===== config.mk =====
export PLATFORM = sky130hd
export DESIGN_NAME = npc_dist
export DESIGN_NICKNAME = d
export VERILOG_FILES = /design/src/npc_pkg.sv /design/src/npc_dist.sv
export SDC_FILE = /design/constraint.sdc
export NUM_CORES = 1
export LEC_CHECK = 0
export ABC_AREA = 1
export BUFFER_PORTS_ARGS = -buffer_cell sky130_fd_sc_hd__buf_2
export CAP_MARGIN = 20
export CORE_AREA = 5 5 142 144
export DETAILED_ROUTE_END_ITERATION = 7
export DIE_AREA = 0 0 147 149
export PLACE_DENSITY = 0.91
export RECOVER_POWER = 50
export SETUP_SLACK_MARGIN = 0.02
export SYNTH_ARGS = -nofsm -noshare
export SYNTH_HDL_FRONTEND = slang
export SYNTH_SLANG_ARGS = --single-unit

===== constraint.sdc =====
create_clock -name clk -period 8.3 [get_ports clk]
set_input_delay 1.66 -clock clk [delete_from_list [all_inputs] [get_ports clk]]
set_output_delay 1.66 -clock clk [all_outputs]
set_load 0.02 [all_outputs]

===== src/npc_pkg.sv =====
package npc_pkg;

  // color channel, palette index and squared distance widths
  localparam int COLOR_W  = 8;
  localparam int INDEX_W  = 8;
  localparam int SQ_W     = 2 * COLOR_W;
  localparam int DIST_W   = SQ_W + 2;
  localparam int RGB_W    = 3 * COLOR_W;

  // default palette depth
  localparam int DEF_PALETTE_SIZE = 256;

  // item mode codes
  localparam logic MODE_WRITE = 1'b0;
  localparam logic MODE_QUERY = 1'b1;

  // tag that follows one palette read down the distance pipeline
  typedef struct packed {
    logic               vld;
    logic               last;
    logic [INDEX_W-1:0] idx;
  } npc_tag_t;

endpackage


===== src/npc_dist.sv =====
module npc_dist
  import npc_pkg::*;
(
  input  logic              clk,
  input  logic              rst_n,
  input  logic [RGB_W-1:0]  entry,
  input  logic [RGB_W-1:0]  target,
  input  npc_tag_t          tag_in,
  output logic [DIST_W-1:0] sq_dist,
  output npc_tag_t          tag_out
);

  logic [COLOR_W-1:0] diff_r [3];
  logic [SQ_W-1:0]    sq_r   [3];
  logic [DIST_W-1:0]  dist_r;
  npc_tag_t           tag_a_r, tag_b_r, tag_c_r;
  logic [COLOR_W-1:0] ch_e   [3];
  logic [COLOR_W-1:0] ch_t   [3];

  // split packed colors into channels
  always_comb begin
    for (int c = 0; c < 3; c++) begin
      ch_e[c] = entry[c*COLOR_W +: COLOR_W];
      ch_t[c] = target[c*COLOR_W +: COLOR_W];
    end
  end

  // absolute differences, then squares, then the sum
  always_ff @(posedge clk) begin
    for (int c = 0; c < 3; c++) begin
      diff_r[c] <= (ch_e[c] >= ch_t[c]) ? (ch_e[c] - ch_t[c]) : (ch_t[c] - ch_e[c]);
      sq_r[c]   <= diff_r[c] * diff_r[c];
    end
    dist_r <= DIST_W'(sq_r[0]) + DIST_W'(sq_r[1]) + DIST_W'(sq_r[2]);
  end

  // tag follows the data
  always_ff @(posedge clk) begin
    if (!rst_n) begin
      tag_a_r <= '0;
      tag_b_r <= '0;
      tag_c_r <= '0;
    end else begin
      tag_a_r <= tag_in;
      tag_b_r <= tag_a_r;
      tag_c_r <= tag_b_r;
    end
  end

  assign sq_dist = dist_r;
  assign tag_out = tag_c_r;

endmodule


# Word level (Yosys, flattened, before mapping)
# Memories as Yosys holds them, arrays and structs flattened.
# Cells that the tools add are included.
# totals
ff_bits,48
mem_bits_rw,72
in_bits,60
elab_cells,29
mem_count,2
# op_classes
n_addsub,8
multipliers,3
magnitude_cmp,3
muxes,3
# memory_table
name,depth,width,rd,rd_ports_with_merged_regs,write_ports,line_no,rtl
sq_r,3,16,3,0,3,npc_dist.sv:14,logic [SQ_W-1:0] sq_r [3];
diff_r,3,8,3,0,3,npc_dist.sv:13,logic [COLOR_W-1:0] diff_r [3];
# ops
op,n
$mul 8x8->16,3
$sub 8x8->8,6
$ge 8x8->1,3
$mux 8,3
$add 17x16->18,1
$add 16x16->17,1

# Longest topological paths before layout
# Gate-level depths: netlist (run 1).
# logic_depth
ltp_word,2
ltp_mapped,20

# Worst setup path after synthesis (run 1)
# No wires, ideal clock.
# synth_timing
path_kind,register to register
start,mem diff_r[1][2] (netlist: diff_r[0][10])
end,mem sq_r[0][31] (netlist name)
arrival_ns,3.728
t_required_ns,8.187
path_slack_ns,4.459
stages_incl_launch_ff,19
cell_sequence,dfxtp_1 -> clkbuf_1 -> nand2_1 -> fa_1 -> inv_1 -> fa_1 -> fa_1 -> inv_1 -> fa_1 -> inv_1 -> ha_1 -> nand2_1 -> inv_1 -> nand2_1 -> nand2_1 -> nand2_1 -> nand3_1 -> nand2_1 -> nand2_1
# synth_lines
element,line_no
from (decl),npc_dist.sv:13
to (decl),npc_dist.sv:14

==> results of run 1 <==
cell type report:
cell class / instances / area (µm²)
clock inverter: 15 / 206
timing repair buffer: 87 / 417
sequential: 117 / 2340
inverter: 434 / 1630
tap: 234 / 293
clock buffer: 17 / 425
fill: 1409 / 5520
multi-input combinational: 1085 / 7750
cells in the mapped netlist:
cell type and number:
inv_2 2, o21ai_2 2, fa_1 97, buf_6 2, or2_1 1, nand3_4 1, nor3_1 5, dfxtp_1 117
nor2_1 85, nor2_2 1, o21bai_1 3, nand2_1 458, xor2_1 37, mux2i_1 1, o21ai_1 8, a21o_1 6
nand3_2 8, xnor2_1 28, a21oi_1 52, clkbuf_1 25, nand3_1 91, inv_1 432, nand2_2 6, buf_2 6
nand2_4 1, nand4_1 23, nor2_4 3, nand3b_1 1, a21oi_4 1, conb_1 1, or2_4 2, and2_1 1
ha_1 148, or2_2 3, o21ai_0 8, nor2_8 1
cells by family (layout without fill, tap and decap cells):
| kind of cell | after synthesis | count (layout) | share of synthesized area |
|---|---|---|---|
| AOI/OAI and AO/OA | 80 | 80 | 0.0372 |
| and+or+nand+nor | 691 | 691 | 0.247 |
| DFF | 117 | 117 | 0.197 |
| xor gates and xnor gates | 65 | 65 | 0.0480 |
| buffers and inverters | 467 | 553 | 0.150 |
| adders and majority gates | 245 | 245 | 0.320 |
| other | 1 | 3 | 0.000316 |
| muxes | 1 | 1 | 0.000844 |
critical path, stage by stage, from the launching register on:
cell and delay [ns]:
dfxtp_1 0.54, nand2_1 0.15, fa_1 0.57, inv_1 0.08
fa_1 0.52, fa_1 0.56, inv_1 0.06, fa_1 0.53
inv_1 0.04, ha_1 0.34, a21oi_1 0.20, nand2_1 0.11
a21oi_1 0.21, xnor2_1 0.17
worst min path at each step:
stage                            end  slack (ns)  cells after the start    startpoint
final                     tag_b_r[4]        0.41                      2    tag_a_r[4]
after floorplan           sq_r[0][0]        0.33                      0  diff_r[0][0]
after CTS                 tag_b_r[4]        0.41                      2    tag_a_r[4]
after global routing      tag_b_r[4]        0.43                      2    tag_a_r[4]
after detailed placement  tag_out[7]        0.40                      2    tag_b_r[7]
after global placement    tag_out[9]        0.39                      2    tag_b_r[9]
placed cells by master (no fill, tap or decap), types with 3 or more instances in the layout:
master     Yosys  final
nand2_1      458    458
inv_1        432    432
ha_1         148    148
dfxtp_1      117    117
fa_1          97     97
nand3_1       91     91
nor2_1        85     85
buf_2          6     72
a21oi_1       52     52
xor2_1        37     37
xnor2_1       28     28
nand4_1       23     23
clkbuf_16      0     17
clkbuf_1      25     15
o21ai_0        8      8
nand3_2        8      8
o21ai_1        8      8
a21o_1         6      6
nand2_2        6      6
nor3_1         5      5
inv_8          0      5
inv_6          0      4
or2_2          3      3
o21bai_1       3      3
nor2_4         3      3
conb_1         1      3
bufinv_16      0      3
sequential cells by signal (all words and copies together) (netlist names):
signal and count:
tag_out 10, tag_a_r 10, tag_b_r 10, diff_r 24, sq_r 45, sq_dist 18
stage by stage:
| step | instance area (µm²) | worst slack [ns] |
|---|---|---|
| final | 13100 | 4.15 |
| after floorplan | 11900 | 4.46 |
| after detailed placement | 12500 | 4.30 |
| after CTS | 13100 | 4.16 |
| after global routing | 13100 | 3.91 |
| after global placement | 12500 | 4.44 |
routing by layer:
metal / part of all wire / global-route usage
met2: 0.50 / 0.441
met5: 0 / 0
met1: 0.42 / 0.292
met3: 0.052 / 0.0334
met4: 0.029 / 0.0941
==> impl_metrics.yaml, run 1 <==
timing:
  finalHoldWorstSlack_ns: 0.408
  tightest_slew_ns: 1.10
  relSlewSlack: 0.266
  hold_violations: 0
  fmax_mhz: 241
  slew_violations: 0
  rsz0062_at_grt: "false"
  setup-violations-final: 0
  fin_worst_skew_ns: 0.00825
  fin_tns_setup_ns: 0
  finalCriticalPeriod_ns: 4.15
  finalCritPeriodShare: 0.500
detailed_routing:
  drc: 0
  ant_nets: 0
  wl_um: 25500
  vias: 10100
  drt_iter0_drc: 477
  first_pass_iters: 6
  post_drt_wl_per_cell_um: 12.8
  viasPerCell: 5.09
setup_path:
  arrival_ns: 4.49
  ff2ff_path_depth: 13
  end_kind: "register"
  crit_path_max_fanout: 9
  setup.worst_path.end: "sq_r[0][26]"
  cp.required_ns: 8.64
  critPathLaunchType: "register"
  rrSetupSlack_ns: 4.15
  critical_path_class: "register to register"
  r2r_end: "sq_r[0][26]"
  reg2reg_from: "diff_r[0][10]"
  crit_start: "diff_r[0][10]"
yosys:
  syn_area_um2: 11900
  yosysSeqAreaShare: 0.197
  synth_top_area_share: 0.197
  synthCells: 1667
  avgSynthCellArea_um2: 7.12
  ys_ff_latch: 117
  synth_top_cell_by_area: "dfxtp_1"
  yosysWarnings: 0
  synth_cell_type_count: 36
  yosys-top-cells-area: "dfxtp_1, fa_1, ha_1, nand2_1, inv_1"
place:
  gp_congestion: 0.897
  io_buffers: 87
  placed_cells: 1957
  post-dp-hpwl_um: 19800
finish:
  fin_nets: 2047
  areaGrowthSynthToFinish_pct: 10.1
  antennaDiodeCount: 0
  drive_above_1_share: 0.0769
  fin_cells: 1989
  fin_util: 0.703
clock_tree:
  clock_sinks: 117
  post_cts_resized: 0
  cts_setup_buffers: 0
  clkLatencyLatePin_ns: 0.43
  clk_pin_slew_ns: 0.06
  root_buffer: "clkbuf_16"
  cts_made_buffers: 17
  cts_tree: "done"
  h-tree-depth: 4
  cts_hold_buf: 0
  clk_path_buf_depth: 2
floorplanning:
  die_h_um: 149
  rows: 50
  start_util: 0.638
  die_w_um: 147
  core_um2: 18600
  design.die.area_um2: 21900
  pin_count: 88
global_routing:
  antenna_found_initial: 0
  grt_pass1_wl_um: 44600
  grt_overflow: 0
  grt_usage: 0.243
  grt_max_degree: 31
  grt_pass1_vias: 10300
outcome:
  status: "complete, no violations"
job:
  max_cap_violations: 0
hold_path:
  min_path_type: "register to register"
Power of run 1 is left out: the tool's default activity adds up to more than one toggle a clock period on the data nets, which glitch-free logic cannot reach.
==> run 2: changes to the inputs <==
--- a/config.mk
+++ b/config.mk
@@ -8,10 +8,10 @@
 export ABC_AREA = 1
 export BUFFER_PORTS_ARGS = -buffer_cell sky130_fd_sc_hd__buf_2
 export CAP_MARGIN = 20
-export CORE_AREA = 5 5 142 144
+export CORE_AREA = 5 5 151 153
 export DETAILED_ROUTE_END_ITERATION = 7
-export DIE_AREA = 0 0 147 149
-export PLACE_DENSITY = 0.91
+export DIE_AREA = 0 0 156 158
+export PLACE_DENSITY = 0.85
 export RECOVER_POWER = 50
 export SETUP_SLACK_MARGIN = 0.02
 export SYNTH_ARGS = -nofsm -noshare
==> constraint.sdc (replaced) <==
create_clock -name clk -period 3.5 [get_ports clk]
set_input_delay 0.7 -clock clk [delete_from_list [all_inputs] [get_ports clk]]
set_output_delay 0.7 -clock clk [all_outputs]
set_load 0.02 [all_outputs]
==> impl_metrics.yaml, run 2 (same netlist as run 1, synthesis figures left out) <==
clock_tree:
  root_buffer: "clkbuf_16"
  cts_tree: "done"
  clock_sinks: 117
  cts_made_buffers: 17
  clk_path_buf_depth: 2
  cts_hold_buf: 0
  h-tree-depth: 4
  clk_pin_slew_ns: 0.06
  clkLatencyLatePin_ns: 0.42
timing:
  relSlewSlack: 0.265
  hold_violations: 0
  finalCritPeriodShare: 1.04
  tightest_slew_ns: 1.10
  finalCriticalPeriod_ns: 3.63
  fin_worst_skew_ns: 0.0101
  finalHoldWorstSlack_ns: 0.407
  fmax_mhz: 276
  slew_violations: 0
  finalWorstSetupSlack_ns: -0.126
  setup-violations-final: 17
  rsz0062_at_grt: "true"
setup_path:
  slowest_delay_ns: 0.51
  critPathLaunchType: "register"
  ff2ff_path_depth: 16
  crit_chain: "nand2_1 -> inv_2 -> fa_1 -> fa_1 -> inv_1 -> fa_1 -> fa_1 -> inv_1 -> ha_4 -> nand2_1 -> nand2_2 -> nand2_2 -> nand2_2 -> nand2_2 -> nand4_1 -> nand2_1"
  critical_path_class: "register to register"
  rrSetupSlack_ns: -0.13
  crit_slowest_cell: "fa_1"
  cp.required_ns: 3.81
  end_kind: "register"
  crit_path_max_fanout: 6
  arrival_ns: 3.94
detailed_routing:
  vias: 10500
  post_drt_wl_per_cell_um: 13.3
  viasPerCell: 4.96
  wl_um: 28100
  first_pass_iters: 5
  ant_nets: 0
  drt_iter0_drc: 584
  drc: 0
finish:
  drive_above_1_share: 0.206
  final_cell_mix: "nand2_1, inv_1, ha_1"
  fillers: 1681
  largest_reg_flops: 45
  antennaDiodeCount: 0
  largest_register: "sq_r"
  fin_nets: 2120
  multi_input_area_um2: 8450
  seq_area_um2: 2410
  layout_commonest_cell: "nand2_1"
  areaGrowthSynthToFinish_pct: 21.3
hold_path:
  hold_depth: 2
  min_path_type: "register to register"
job:
  max_cap_violations: 0
place:
  place_ws_ns: -0.149
  io_buffers: 87
  gp_congestion: 0.921
  post-dp-hpwl_um: 20500
global_routing:
  grt_overflow: 0
  grt_pass1_vias: 10200
  grt_max_degree: 31
  grt_usage: 0.216
  grt_pass1_wl_um: 44300
  antenna_found_initial: 0
floorplanning:
  pin_count: 88
  die_h_um: 158
  core_um2: 21400
  rows: 54
  design.die.area_um2: 24600
  die_w_um: 156
  start_util: 0.554
outcome:
  status: "complete, but fails checks"
  violations: "negative setup slack"
-- run 2: final cells by class --
type,count,share of cell area
clock inverter,15,0.0110
inverter,434,0.113
clock buffer,17,0.0296
multi-input combinational,1085,0.587
timing repair buffer,160,0.0676
sequential,117,0.167
tap,280,0.0243
-- run 2: path summary, 6_finish.rpt --
| kind | from | endpoint |
|---|---|---|
| worst min-delay path | tag_a_r[8] | tag_b_r[8] |
| worst max-delay path | diff_r[0][3] | sq_r[0][15] |
| worst max register to register | diff_r[0][3] | sq_r[0][15] |
| worst min register to register | tag_a_r[8] | tag_b_r[8] |
-- run 2: repair_timing --
action | in CTS | in global routing
setup buffers | 3 | 6
gates resized for setup | 74 | 126
setup endpoints to repair | 25 | 31
pin swaps | 33 | 70
-- run 2: worst max-delay path, delay by kind of cell (launching register included) --
| kind | cells | cell delay (ns) |
|---|---|---|
| DFF | 1 | 0.37 |
| and+or+nand+nor | 8 | 0.69 |
| buffers and inverters | 3 | 0.18 |
| adders and majority gates | 5 | 2.26 |
-- run 2: metrics by stage --
step	area [µm²]	utilization	setup TNS, ns	cells
floorplan	12100	-	0	1669
global placement	13100	0.613	-0.235	2067
detailed placement	13100	0.613	-1.64	2067
CTS	13900	0.651	-0.360	2102
global route	14400	0.672	-4.01	2108
finish	14400	0.672	-1.20	2108
-- run 2: per-layer routing --
| layer | wire, µm | global-route usage | part of all wire |
|---|---|---|---|
| met5 | 0 | 0 | 0 |
| met2 | 14800 | 0.403 | 0.53 |
| met4 | 845 | 0.0717 | 0.030 |
| met1 | 11200 | 0.253 | 0.40 |
| met3 | 1300 | 0.0309 | 0.046 |
Power of run 2 is left out for the same reason.
